==> config.mk <==
export PLATFORM = sky130hd
export DESIGN_NAME = spqo_ram
export DESIGN_NICKNAME = d
export VERILOG_FILES = /design/src/sv/spqo_ram.sv
export SDC_FILE = /design/constraint.sdc
export NUM_CORES = 2
export LEC_CHECK = 0
export BUFFER_PORTS_ARGS = -buffer_cell sky130_fd_sc_hd__buf_2
export CAP_MARGIN = 20
export CELL_PAD_IN_SITES_DETAIL_PLACEMENT = 1
export CELL_PAD_IN_SITES_GLOBAL_PLACEMENT = 2
export CORE_ASPECT_RATIO = 1.2
export CORE_MARGIN = 1
export CORE_UTILIZATION = 40
export DETAILED_ROUTE_END_ITERATION = 16
export HOLD_SLACK_MARGIN = 0.02
export PLACE_DENSITY = 0.63
export SYNTH_ARGS = -nofsm -noshare
export SYNTH_HDL_FRONTEND = slang
export SYNTH_SLANG_ARGS = --single-unit
export TNS_END_PERCENT = 50
==> constraint.sdc <==
create_clock -name clk -period 8.71 [get_ports clk]
set_input_delay 1.742 -clock clk [delete_from_list [all_inputs] [get_ports clk]]
set_output_delay 1.742 -clock clk [all_outputs]
set_load 0.05 [all_outputs]
==> src/sv/spqo_ram.sv <==
`timescale 1ns / 1ps

module spqo_ram #(
  parameter int WIDTH = 64,
  parameter int DEPTH = 48
) (
  input  logic                     clk,
  input  logic                     we,
  input  logic [$clog2(DEPTH)-1:0] waddr,
  input  logic [WIDTH-1:0]         wdata,
  input  logic                     re,
  input  logic [$clog2(DEPTH)-1:0] raddr,
  output logic [WIDTH-1:0]         rdata
);

  logic [WIDTH-1:0] mem_r [DEPTH];
  logic [WIDTH-1:0] rdata_r;

  always_ff @(posedge clk) begin
    if (we) begin
      mem_r[waddr] <= wdata;
    end
    if (re) begin
      rdata_r <= mem_r[raddr];
    end
  end

  assign rdata = rdata_r;

endmodule

==> results.json <==
{
  "status": "complete, no violations",
  "syn2layout_area_growth_pct": 13.8,
  "ir_worst_vdd_mv": 0.136,
  "r2r-end": "rdata[23]",
  "syn_inst": 5157,
  "clock_path_buffers": 4,
  "synth_seq_area_share_pct": 79.0,
  "vias_per_cell": 5.86,
  "cts.sinks": 3136,
  "rrSetupSlack_ns": 6.56,
  "rr_worst_depth": 4,
  "rows": 219,
  "numCtsBuffers": 328,
  "nFillCells": 26700,
  "p_leak_nw": 42.5,
  "final_cell_mix": "edfxtp_1, mux4_2, clkbuf_16",
  "criticalPathCategory": "input pin to flop",
  "dr.pass1.iters": 5,
  "io_buffer_count": 142,
  "max_stage_delay_ns": 1.06,
  "finalSetupViolCount": 0,
  "cts_hold_buf": 0,
  "ios": 143,
  "slew-limit-headroom_pct": 21.1,
  "max_freq_ghz": 0.236,
  "cap_viol_max_count": 0,
  "drv_slew": 0,
  "wirelength_um": 341000,
  "drt.antenna.violating_nets": 0,
  "synthDistinctLibCells": 38,
  "startpoint_type": "input pin",
  "hold_viol": 0,
  "clkPwrFrac_pct": 42.7,
  "initial_utilization_pct": 40.2,
  "die_h_um": 600,
  "cpMostUsedCell": "buf_4",
  "drtIter0Drc": 5494,
  "place_congestion": 0.755,
  "synth_ff_type": "edfxtp_1",
  "pwr-share-comb_pct": 4.8,
  "first_global_vias": 59800,
  "power_frac_seq_pct": 52.6,
  "critPathLaunch": "raddr[3]",
  "fin_area_mm2": 0.136,
  "fin_nets": 5561,
  "vias": 57000,
  "dpl_cell_area_mm2": 0.125,
  "grt_use_total_pct": 22.6,
  "antenna_found_initial": 31,
  "hold_path.class": "flop to flop",
  "worst_pin_slew_ns": 1.18,
  "root_buffer": "clkbuf_16",
  "synth_edf_count": 3136,
  "timing.rr.start": "mem_r[47][23]",
  "fin_tns_setup_ns": 0,
  "fin_skew_ns": 0.0544,
  "required_ns": 9.45,
  "cts_setup_buffers": 0,
  "cts_tree": "built",
  "crit_slowest_cell": "nor2b_4",
  "layout-drive-gt1-share_pct": 26.0,
  "synth_nets": 5236,
  "synthArstFlopShare_pct": 0,
  "drc": 0,
  "dp_hpwl_um": 174000,
  "syn_avg_cell_area_um2": 23.1,
  "cp_cell_sequence": "buf_8 > buf_4 > nor2b_4 > buf_4 > a22oi_1 > nand2_1 > a211o_1",
  "wl_per_cell_um": 35.1,
  "fin_crit_ns": 4.25,
  "path_clk_slew_ns": 0.06,
  "worstSetupEndpoint": "rdata[57]",
  "die_w_um": 500,
  "grt_first_pass_wirelength_um": 474000,
  "cts_resized": 0,
  "powerDensity_mw_per_mm2": 236,
  "grt_start_max_net_pins": 114,
  "clk_latency_ns": 0.87,
  "htreeDepth": 5,
  "dieArea_mm2": 0.300,
  "netlist_area_mm2": 0.119,
  "synth_warnings": 0,
  "core_area_mm2": 0.296,
  "worstHoldStart": "mem_r[31][14]",
  "endpoint_kind": "flop",
  "p_int_mw": 25.1,
  "layout_commonest_cell": "edfxtp_1",
  "rsz0062_at_grt": "no",
  "cp.arrival_ns": 4.99,
  "synth-seq-cells": 3136,
  "p_sw_share_pct": 21.4,
  "crit_path_max_fanout": 59,
  "p_switching_mw": 6.85,
  "grt_overflow": 0,
  "period_share_pct": 48.7
}
kinds of logic after synthesis:
logic type	after synthesis	synth area share, %
buffers and inverters	290	1.33
AND/OR/NAND/NOR	250	1.04
multiplexers	1010	15.8
AO/OA/AOI/OAI	471	2.74
flip-flops	3136	79.0
cell usage after synthesis (30+ instances only):
cell type  instances  area (um^2)
edfxtp_1        3136        94200
buf_2             65          325
a211o_1           30          263
buf_4             40          300
o221ai_1          37          324
a22oi_1           71          533
a21oi_1           73          365
o31ai_1           36          270
o22ai_1          107          669
and2_1            32          200
or3_1             30          188
nor2_1            66          248
o211ai_1          30          225
mux2i_1          310         3100
clkbuf_1         127          477
mux4_2           700        15800
buf_6             36          405
nand2_1           56          210
power groups by stage:
| stage | Combinational [mW] | Clock [mW] | Sequential (mW) |
|---|---|---|---|
| 6_report | 1.52 | 13.6 | 16.8 |
| 5_1_grt | 1.61 | 14.4 | 16.8 |
| 4_1_cts | 1.55 | 13.9 | 16.8 |
| 3_5_place_dp | 1.55 | 0 | 17.1 |
| 3_3_place_gp | 1.52 | 0 | 17.1 |
| 2_1_floorplan | 0.814 | 0 | 17.2 |
sequential cells by signal, indices dropped and copies added (netlist names):
signal,flops
rdata,64
mem_r,3072
worst min-delay path by stage:
stage / to / cells after the start
2_1_floorplan: rdata[14] / 4
3_3_place_gp: rdata[14] / 4
3_5_place_dp: rdata[14] / 4
4_1_cts: rdata[14] / 4
5_1_grt: rdata[14] / 4
6_report: rdata[14] / 4
final cells by class:
class | count | area [um^2] | area share (%)
repair buffers | 284 | 2380 | 1.75
well taps | 3978 | 4980 | 3.67
diodes | 15 | 37.5 | 0.0277
clock buffers | 402 | 8700 | 6.41
inverters | 1 | 6.26 | 0.00461
flip-flops and latches | 3136 | 94200 | 69.4
multi-input cells | 1731 | 23800 | 17.5
clock inverters | 174 | 1570 | 1.15
through the flow:
| step | instances | total power [mW] | util, % | setup slack (ns) | hold slack [ns] |
|---|---|---|---|---|---|
| after global placement | 9121 | 18.6 | 42.2 | 3.58 | 0.846 |
| final | 9721 | 32.0 | 45.7 | 4.46 | 0.872 |
| after CTS | 9704 | 32.3 | 45.7 | 4.53 | 0.885 |
| after detailed placement | 9128 | 18.7 | 42.3 | 3.61 | 0.860 |
| after global routing | 9708 | 32.8 | 45.7 | 4.35 | 0.930 |
| after floorplan | 5157 | 18.0 | - | 1.75 | 0.757 |
critical path, delay by kind of cell:
kind	cells	cell delay, ns
compound gates	2	0.30
simple gates	2	1.18
buf+inv	3	1.66
metal layers:
layer	GRT usage (%)	vias to the layer above	routed length, um
li1	-	22800	-
met1	30.4	31900	140000
met2	39.0	1822	174000
met3	3.37	425	20200
met4	5.02	8	7010
met5	0	-	48
(Power assumes the default switching activity.)
