`src/sv/spqo_pkg.sv`:
```
`timescale 1ns / 1ps

package spqo_pkg;

  localparam int NUM_CLS = 3;

  // traffic classes
  localparam logic [1:0] CLS_LOW    = 2'd0;
  localparam logic [1:0] CLS_NORMAL = 2'd1;
  localparam logic [1:0] CLS_HIGH   = 2'd2;

  typedef enum logic [1:0] {
    OP_PUSH  = 2'd0,
    OP_POP   = 2'd1,
    OP_CLEAR = 2'd2
  } op_t;

  localparam int IN_TDATA_W  = 80;
  localparam int OUT_TDATA_W = 144;

  // result record minus the dequeued word, which arrives from the ring RAM in the cycle after
  typedef struct packed {
    logic        accepted;
    logic        pop_hit;
    logic [1:0]  out_class;
    logic        dropped_oldest;
    logic [5:0]  total_count;
    logic [31:0] overflow_total;
    logic [31:0] overflow_of_class;
  } res_t;

endpackage

```
`src/sv/spqo_ctrl.sv`:
```
`timescale 1ns / 1ps

module spqo_ctrl #(
  parameter int RING_DEPTH = 16
) (
  input  logic                             clk,
  input  logic                             rst_n,
  input  logic                             fire,
  input  logic [1:0]                       operation,
  input  logic [7:0]                       priority_req,
  output logic                             ram_we,
  output logic [$clog2(3*RING_DEPTH)-1:0]  ram_waddr,
  output logic                             ram_re,
  output logic [$clog2(3*RING_DEPTH)-1:0]  ram_raddr,
  output spqo_pkg::res_t                   res
);

  import spqo_pkg::*;

  localparam int PW  = $clog2(RING_DEPTH);
  localparam int FW  = $clog2(RING_DEPTH + 1);
  localparam int TW  = $clog2(3 * RING_DEPTH + 1);
  localparam int TXW = (TW > 6) ? TW : 6;
  localparam int AW  = $clog2(3 * RING_DEPTH);

  logic [PW-1:0] rptr_r [NUM_CLS];
  logic [PW-1:0] rptr_nxt [NUM_CLS];
  logic [PW-1:0] wptr_r [NUM_CLS];
  logic [PW-1:0] wptr_nxt [NUM_CLS];
  logic [FW-1:0] fill_r [NUM_CLS];
  logic [FW-1:0] fill_nxt [NUM_CLS];
  logic [31:0]   ovf_cls_r [NUM_CLS];
  logic [31:0]   ovf_cls_nxt [NUM_CLS];
  logic [TW-1:0] total_r;
  logic [TW-1:0] total_nxt;
  logic [31:0]   ovf_sum_r;
  logic [31:0]   ovf_sum_nxt;

  logic       do_push;
  logic       do_pop;
  logic       do_clear;
  logic [1:0] cls;
  logic       full;
  logic       pop_any;
  logic [1:0] pop_cls;
  logic       push_store;
  logic [TXW-1:0] total_ext;

  function automatic logic [PW-1:0] ptr_inc(input logic [PW-1:0] p);
    ptr_inc = (p == PW'(RING_DEPTH - 1)) ? '0 : p + PW'(1);
  endfunction

  always_comb begin
    do_push  = 1'b0;
    do_pop   = 1'b0;
    do_clear = 1'b0;
    case (operation)
      OP_PUSH:  do_push  = fire;
      OP_POP:   do_pop   = fire;
      OP_CLEAR: do_clear = fire;
      default:  ;
    endcase
  end

  assign cls  = (priority_req > 8'(CLS_HIGH)) ? CLS_NORMAL : priority_req[1:0];
  assign full = (fill_r[cls] == FW'(RING_DEPTH));

  always_comb begin
    pop_any = 1'b1;
    pop_cls = CLS_LOW;
    if (fill_r[CLS_HIGH] != '0) begin
      pop_cls = CLS_HIGH;
    end else if (fill_r[CLS_NORMAL] != '0) begin
      pop_cls = CLS_NORMAL;
    end else if (fill_r[CLS_LOW] != '0) begin
      pop_cls = CLS_LOW;
    end else begin
      pop_any = 1'b0;
    end
  end

  // normal class overwrites: oldest entry goes, new one is stored
  assign push_store = do_push && (!full || cls == CLS_NORMAL);

  assign ram_we    = push_store;
  assign ram_waddr = AW'(AW'(cls) * AW'(RING_DEPTH)) + AW'(wptr_r[cls]);
  assign ram_re    = do_pop && pop_any;
  assign ram_raddr = AW'(AW'(pop_cls) * AW'(RING_DEPTH)) + AW'(rptr_r[pop_cls]);

  always_comb begin
    for (int k = 0; k < NUM_CLS; k++) begin
      rptr_nxt[k]    = rptr_r[k];
      wptr_nxt[k]    = wptr_r[k];
      fill_nxt[k]    = fill_r[k];
      ovf_cls_nxt[k] = ovf_cls_r[k];
      if (do_clear) begin
        rptr_nxt[k]    = '0;
        wptr_nxt[k]    = '0;
        fill_nxt[k]    = '0;
        ovf_cls_nxt[k] = '0;
      end else if (do_push && cls == 2'(k)) begin
        if (full) begin
          ovf_cls_nxt[k] = ovf_cls_r[k] + 32'd1;
          if (cls == CLS_NORMAL) begin
            rptr_nxt[k] = ptr_inc(rptr_r[k]);
            wptr_nxt[k] = ptr_inc(wptr_r[k]);
          end
        end else begin
          wptr_nxt[k] = ptr_inc(wptr_r[k]);
          fill_nxt[k] = fill_r[k] + FW'(1);
        end
      end else if (do_pop && pop_any && pop_cls == 2'(k)) begin
        rptr_nxt[k] = ptr_inc(rptr_r[k]);
        fill_nxt[k] = fill_r[k] - FW'(1);
      end
    end
  end

  always_comb begin
    total_nxt   = total_r;
    ovf_sum_nxt = ovf_sum_r;
    if (do_clear) begin
      total_nxt   = '0;
      ovf_sum_nxt = '0;
    end else if (do_push) begin
      if (full) begin
        ovf_sum_nxt = ovf_sum_r + 32'd1;
      end else begin
        total_nxt = total_r + TW'(1);
      end
    end else if (do_pop && pop_any) begin
      total_nxt = total_r - TW'(1);
    end
  end

  assign total_ext = TXW'(total_nxt);

  always_comb begin
    res.accepted          = push_store || ram_re;
    res.pop_hit           = ram_re;
    res.out_class         = ram_re ? pop_cls : CLS_LOW;
    res.dropped_oldest    = do_push && full && cls == CLS_NORMAL;
    res.total_count       = total_ext[5:0];
    res.overflow_total    = ovf_sum_nxt;
    res.overflow_of_class = ovf_cls_nxt[cls];
  end

  always_ff @(posedge clk) begin
    if (!rst_n) begin
      for (int k = 0; k < NUM_CLS; k++) begin
        rptr_r[k]    <= '0;
        wptr_r[k]    <= '0;
        fill_r[k]    <= '0;
        ovf_cls_r[k] <= '0;
      end
      total_r   <= '0;
      ovf_sum_r <= '0;
    end else begin
      for (int k = 0; k < NUM_CLS; k++) begin
        rptr_r[k]    <= rptr_nxt[k];
        wptr_r[k]    <= wptr_nxt[k];
        fill_r[k]    <= fill_nxt[k];
        ovf_cls_r[k] <= ovf_cls_nxt[k];
      end
      total_r   <= total_nxt;
      ovf_sum_r <= ovf_sum_nxt;
    end
  end

  logic [TW-1:0] fill_sum;
  assign fill_sum = TW'(fill_r[CLS_LOW]) + TW'(fill_r[CLS_NORMAL]) + TW'(fill_r[CLS_HIGH]);

`ifndef SYNTHESIS
  a_total_matches_rings: assert property (@(posedge clk) disable iff (!rst_n)
    total_r == fill_sum)
    else $error("overall fill differs from sum of ring fills");

  a_fill_bounded: assert property (@(posedge clk) disable iff (!rst_n)
    fill_r[CLS_LOW] <= FW'(RING_DEPTH) && fill_r[CLS_NORMAL] <= FW'(RING_DEPTH) &&
    fill_r[CLS_HIGH] <= FW'(RING_DEPTH))
    else $error("ring fill above depth");

  a_clear_empties: assert property (@(posedge clk) disable iff (!rst_n)
    do_clear |=> total_r == '0 && ovf_sum_r == '0)
    else $error("clear left state behind");

  a_no_write_when_hold: assert property (@(posedge clk) disable iff (!rst_n)
    !fire |-> !ram_we && !ram_re)
    else $error("ring RAM accessed without a transfer");
`endif

endmodule

```
`config.mk`:
```
export PLATFORM = sky130hd
export DESIGN_NAME = spqo_ctrl
export DESIGN_NICKNAME = d
export VERILOG_FILES = /design/src/sv/spqo_pkg.sv /design/src/sv/spqo_ctrl.sv
export SDC_FILE = /design/constraint.sdc
export NUM_CORES = 1
export LEC_CHECK = 0
export ABC_AREA = 1
export ABC_CLOCK_PERIOD_IN_PS = 2400
export BUFFER_PORTS_ARGS = -buffer_cell sky130_fd_sc_hd__buf_4
export CORE_MARGIN = 2
export CORE_UTILIZATION = 33
export DETAILED_ROUTE_END_ITERATION = 8
export GPL_TIMING_DRIVEN = 0
export PLACE_DENSITY_LB_ADDON = 0.05
export SYNTH_ARGS = -nofsm -noshare
export SYNTH_HDL_FRONTEND = slang
export SYNTH_SLANG_ARGS = --single-unit
```
`constraint.sdc`:
```
create_clock -name clk -period 2.4 [get_ports clk]
set_input_delay 0.24 -clock clk [delete_from_list [all_inputs] [get_ports clk]]
set_output_delay 0.24 -clock clk [all_outputs]
set_load 0.03 [all_outputs]
```
==> results of run 1 <==
## timing repair
action | in CTS | in global routing
gates resized for setup | 425 | 318
pin swaps | 115 | 127
cloned | 7 | 2
endpoints found under the setup margin | 80 | 82
buffers inserted | 96 | 52
## area by class of cell
cell class	count	area share [%]
inverter	219	4.73
tap	511	3.49
clock buffer	20	2.49
multi-input combinational	1645	52.9
timing repair buffer	250	13.4
sequential	173	19.3
buffer	69	3.11
clock inverter	12	0.615
## sequential cells by signal (all words and copies together) (netlist names)
signal	cells
fill_r	15
rptr_r	12
wptr_r	12
total_r	6
ovf_cls_r	96
ovf_sum_r	32
## cell families (layout without fill, tap and decap cells)
| group | after synthesis | count (layout) | share of synthesized area [%] |
|---|---|---|---|
| xor+xnor | 60 | 60 | 4.23 |
| flops | 173 | 173 | 27.9 |
| buf+inv | 289 | 570 | 9.46 |
| fa+ha+maj | 24 | 24 | 2.60 |
| simple gates | 1415 | 1415 | 48.7 |
| compound gates | 146 | 146 | 7.16 |
## final timing paths
path | start | endpoint | slack [ns] | depth (start not counted)
max | fill_r[0][0] | res[24] | -0.39 | 16
min | rst_n | ovf_sum_r[1] | 0.30 | 3
max reg2reg | fill_r[0][0] | ovf_cls_r[0][57] | -0.25 | 21
min reg2reg | rptr_r[1][3] | rptr_r[1][3] | 0.47 | 2
## metal layers
metal	wire length (um)	global-route usage (%)	share of wire [%]
met1	23900	36.5	45
met2	23600	42.0	45
met3	3180	4.14	6.0
met4	2160	11.4	4.1
met5	0	0	0
## Yosys cell counts, types with 3 or more instances
cell type,n
a21oi_1,37
buf_1,5
buf_2,13
buf_4,10
buf_6,5
clkbuf_1,37
dfxtp_1,173
fa_1,3
ha_1,21
inv_1,204
inv_2,13
nand2_1,672
nand2_2,14
nand2_4,3
nand3_1,222
nand3b_1,6
nand4_1,64
nor2_1,352
nor2_2,7
nor2_8,3
nor3_1,42
nor4_1,4
o211ai_1,5
o21ai_0,51
o21ai_1,11
o21bai_1,22
o21bai_2,3
o221ai_1,7
or2_2,14
xnor2_1,15
xor2_1,45
## through the flow
stage	hold WS (ns)	setup TNS [ns]	util [%]	cells	setup slack (ns)
2_1_floorplan	0.445	0	-	2107	0.118
3_3_place_gp	0.452	-28.15	37.0	2719	-0.651
3_5_place_dp	0.461	-28.48	37.0	2719	-0.650
4_1_cts	0.265	-18.65	45.0	2854	-0.388
5_1_grt	0.302	-25.25	49.0	2899	-0.488
6_report	0.303	-17.05	49.0	2899	-0.387
## power by group through the flow
stage | sequential [W] | combinational (W) | clock, W
after floorplan | 0.00300 | 0.000552 | 0
after global placement | 0.00301 | 0.000844 | 0
after detailed placement | 0.00301 | 0.000848 | 0
after CTS | 0.00294 | 0.00104 | 0.00294
after global routing | 0.00295 | 0.00126 | 0.00303
final | 0.00294 | 0.00117 | 0.00287
## worst max-delay path, cell delays in order (launching register included)
cell and delay [ns]:
dfxtp_2 0.33, inv_2 0.06, nand2_1 0.09, nor2_4 0.11, nand2_1 0.07, nand2_2 0.07
nand2_4 0.09, a21oi_4 0.21, buf_6 0.16, buf_8 0.13, nand2_1 0.07, nand2_2 0.08
nand3_2 0.10, nand2_2 0.13, nand2_1 0.10, nand2_1 0.15, buf_6 0.14
==> results.ini, run 1 <==
[synthesis]
synth_top_flop_cell = dfxtp_1
syn-num-nets = 2144
synth_area_per_cell_um2 = 5.90
synth_top_area_cell = dfxtp_1
synth_top_area_share_pct = 27.9
yosysSeqAreaShare_pct = 27.9
yosysWarningCount = 0
synthDistinctLibCells = 48
syn_inst = 2107
synth_edf_count = 0
syn-cell-area_mm2 = 0.0124
synth.area.top_cells = dfxtp_1, nand2_1, nor2_1, nand3_1, inv_1
async_reset_ff_share_pct = 0
synth_seq_cells = 173

[clocking]
clock_latency_ns = 0.46
htree_levels = 4
clkTransAtPathRegs_ns = 0.07
numClockSinks = 173
cts_made_buffers = 17
cts-root-buf = clkbuf_16
tritoncts = done
cts.path.max_buffers = 2
postCtsHoldBufs = 0

[drt]
wl_um = 52800
viasPerCell = 5.06
ant_nets = 0
routedWlPerCell_um = 18.2
drc = 0
first_pass_iters = 5
drtIter0Drc = 1107
vias = 14681

[power_and_ir_drop]
power_frac_seq_pct = 42.1
peakVddDrop_mv = 0.476
p_int_w = 0.00484
switchingPower_w = 0.00214
switching_share_pct = 30.7
comb_power_share_pct = 16.7
p_leak_nw = 7.66
power_density_mw_per_mm2 = 381
power_frac_clock_pct = 41.1
fin_total_pwr_w = 0.00698

[worst_setup_path]
critPathCaptureType = output port
start_kind = flip-flop
crit_type = flip-flop to output port
cp_data_arrival_time_ns = 2.55
cp_max_fo = 5
cp.required_ns = 2.16

[cells_and_area]
layout_common_cells = nand2_1, nor2_1, inv_1
syn_to_final_growth_pct = 47.4
fin_area_mm2 = 0.0183
seq_area_mm2 = 0.00353
nets = 2412
fillerInstances = 3854
drive_gt1_share_pct = 33.2
antenna_cells = 0
multi_input_area_mm2 = 0.00969
final_common_cell = nand2_1

[min_path]
hp-class = primary input to flip-flop

[placement]
io_buffers = 101
dp_hpwl_um = 37600
postPlaceCellArea_mm2 = 0.0138
place.gp.congestion = 0.928

[die]
die_h_um = 198
ios = 102
start_util_pct = 33.2
die_w_um = 198
rows = 71
coreArea_mm2 = 0.0374
dieArea_mm2 = 0.0392

[timing]
tightest_slew_ns = 1.03
slew_violations = 0
final-hold-violation-count = 0
max_freq_mhz = 359
rsz0062_at_grt = yes
slew-limit-headroom_pct = 31.2
fin_crit_ns = 2.79
period_share_pct = 116
setup_viol = 72
worst_slack_ns = -0.387
finClkSkew_ns = 0.0118

[job]
maxCapViolCount = 0

[outcome]
violations = setup timing
status = finished, violations left

[grt]
grt_max_degree = 17
antenna_found_initial = 0
grt_usage_pct = 26.8
grt_pass1_vias = 13540
grt_pass1_wl_um = 78800
grt.overflow.total = 0

No activity file was read; power rests on OpenSTA's default activity.
==> run 2: changes to the inputs <==
- CORE_MARGIN: 2 -> not set
- SKIP_LAST_GASP: not set -> 1
==> results.ini, run 2 (synthesis results as in run 1) <==
[cells_and_area]
antenna_cells = 0  ; unchanged
syn_to_final_growth_pct = 41.1
final_common_cell = nand2_1
top_register = ovf_cls_r
nets = 2382  ; -1.2%
reg.largest.list = ovf_cls_r x96, ovf_sum_r x32, fill_r x15
fin_area_mm2 = 0.0175  ; -4.3%
layout_common_cells = nand2_1, nor2_1, inv_1
drive_gt1_share_pct = 28.2  ; -5.0 points
largest_register_ffs = 96  ; unchanged

[clocking]
tritoncts = done
cts_made_buffers = 17  ; unchanged
cts-root-buf = clkbuf_16
clkTransAtPathRegs_ns = 0.08  ; about the same
numClockSinks = 173  ; unchanged
clock_latency_ns = 0.47  ; about the same
cts.path.max_buffers = 2  ; unchanged
postCtsHoldBufs = 0  ; unchanged
htree_levels = 4  ; unchanged

[outcome]
violations = setup timing
status = finished, violations left

[power_and_ir_drop]
comb_power_share_pct = 15.1  ; -1.6 points
peakVddDrop_mv = 0.514  ; +7.9%
power_frac_clock_pct = 43.3  ; +2.2 points
p_int_w = 0.00498  ; +2.8%
p_leak_nw = 7.34  ; -4.2%
switching_share_pct = 29.7  ; -1.0 points
power_density_mw_per_mm2 = 404  ; +5.8%
power_frac_seq_pct = 41.6  ; -0.5 points
switchingPower_w = 0.00210  ; -2.1%

[drt]
viasPerCell = 5.07  ; about the same
first_pass_iters = 6  ; +1
vias = 14492  ; -1.3%
routedWlPerCell_um = 18.2  ; about the same
wl_um = 52200  ; -1.2%
ant_nets = 0  ; unchanged
drtIter0Drc = 1000  ; -9.7%
drc = 0  ; unchanged

[min_path]
hp-class = primary input to flip-flop

[timing]
rsz0062_at_grt = yes
setup_viol = 72  ; unchanged
slew_violations = 0  ; unchanged
final-hold-violation-count = 0  ; unchanged
tightest_slew_ns = 1.03  ; +0.00153 ns
period_share_pct = 115  ; -1.2 points
fin_tns_setup_ns = -14.88  ; +2.17 ns
whs_ns = 0.296  ; -0.00708 ns
fin_crit_ns = 2.76  ; -0.0291 ns
max_freq_mhz = 363  ; +1.1%
slew-limit-headroom_pct = 31.1  ; -0.10 points
finClkSkew_ns = 0.0153  ; +0.00351 ns
worst_slack_ns = -0.358  ; +0.0291 ns

[die]
die_w_um = 196  ; -1.0%
ios = 102  ; unchanged
rows = 70  ; -1.4%
dieArea_mm2 = 0.0384  ; -2.0%
coreArea_mm2 = 0.0369  ; -1.4%
start_util_pct = 33.7  ; +0.47 points
die_h_um = 196  ; -1.0%

[placement]
postPlaceCellArea_mm2 = 0.0138  ; about the same
dp_hpwl_um = 37700  ; +0.40%
place.gp.congestion = 0.931  ; +0.29%
dp_slack_ns = -0.628  ; +0.0216 ns
io_buffers = 101  ; unchanged

[worst_setup_path]
crit_type = flip-flop to output port
cp_data_arrival_time_ns = 2.52  ; -0.03 ns
cp.required_ns = 2.16  ; about the same
critPathCaptureType = output port
cp_max_fo = 6  ; +1
start_kind = flip-flop

[grt]
antenna_found_initial = 0  ; unchanged
grt_pass1_wl_um = 77700  ; -1.3%
grt_pass1_vias = 13231  ; -2.3%
grt_max_degree = 17  ; unchanged
grt.overflow.total = 0  ; unchanged
grt_usage_pct = 26.6  ; -0.17 points

[job]
maxCapViolCount = 0  ; unchanged

## run 2: cell types whose count changed in the layout (fill, tap and decap cells not counted), sizes merged
cell,delta
clkbuf,+2
inv,-3
bufinv,+2
clkinv,+1
buf,-31
clkinvlp,-2
## run 2: repair_timing
action                                  4_1_cts  5_1_grt
gates cloned                                  4        3
gates resized for setup                     356      212
setup buffers                                73       42
pin swaps                                   104      102
endpoints found under the setup margin       80       82
## run 2: through the flow
step	power, W	utilization [%]	std cells
after floorplan	0.00355	-	2107
after global placement	0.00386	37.5	2712
after detailed placement	0.00386	37.5	2712
after CTS	0.00700	44.4	2820
after global routing	0.00730	47.6	2861
final	0.00708	47.6	2861
## run 2: worst paths after layout
| kind | endpoint | from | slack (ns) | cells after the start |
|---|---|---|---|---|
| worst max-delay path | res[23] | ovf_cls_r[0][37] | -0.36 | 14 |
| worst min-delay path | ovf_sum_r[1] | rst_n | 0.30 | 3 |
| worst max register to register | fill_r[2][1] | fill_r[2][1] | 0.23 | 18 |
| worst min register to register | rptr_r[1][3] | rptr_r[1][3] | 0.48 | 2 |
## run 2: critical path, cell delays in order (launching register included)
cell,delay (ns)
dfxtp_1,0.37
nand2_1,0.10
nor2_2,0.18
nand3_2,0.14
nor2_4,0.18
buf_4,0.16
nand3_1,0.08
nor2_2,0.14
nand2_1,0.06
nand2_1,0.07
nand3_1,0.12
nand3_1,0.14
nand2_1,0.10
inv_1,0.08
buf_4,0.15
## run 2: cell type report
class / instances / area [um^2]
well taps: 504 / 631
clock buffers: 21 / 460
multi-input cells: 1645 / 9310
plain buffers: 70 / 544
flip-flops and latches: 173 / 3550
clock inverters: 10 / 138
inverters: 219 / 848
repair buffers: 219 / 2050
fillers: 3851 / 19300
## run 2: power groups by stage
stage | Clock [W] | Sequential (W) | Combinational [W]
5_1_grt | 0.00320 | 0.00295 | 0.00115
6_report | 0.00307 | 0.00294 | 0.00107
3_5_place_dp | 0 | 0.00301 | 0.000849
4_1_cts | 0.00309 | 0.00294 | 0.000969
3_3_place_gp | 0 | 0.00301 | 0.000844
2_1_floorplan | 0 | 0.00300 | 0.000552
## run 2: routing by layer
layer	vias to the layer above	wire length [um]	GRT usage, %
met2	405	23800	43.6
met5	-	0	0
met4	0	1200	6.39
met3	56	2800	3.92
li1	7231	-	-
met1	6800	24400	36.6
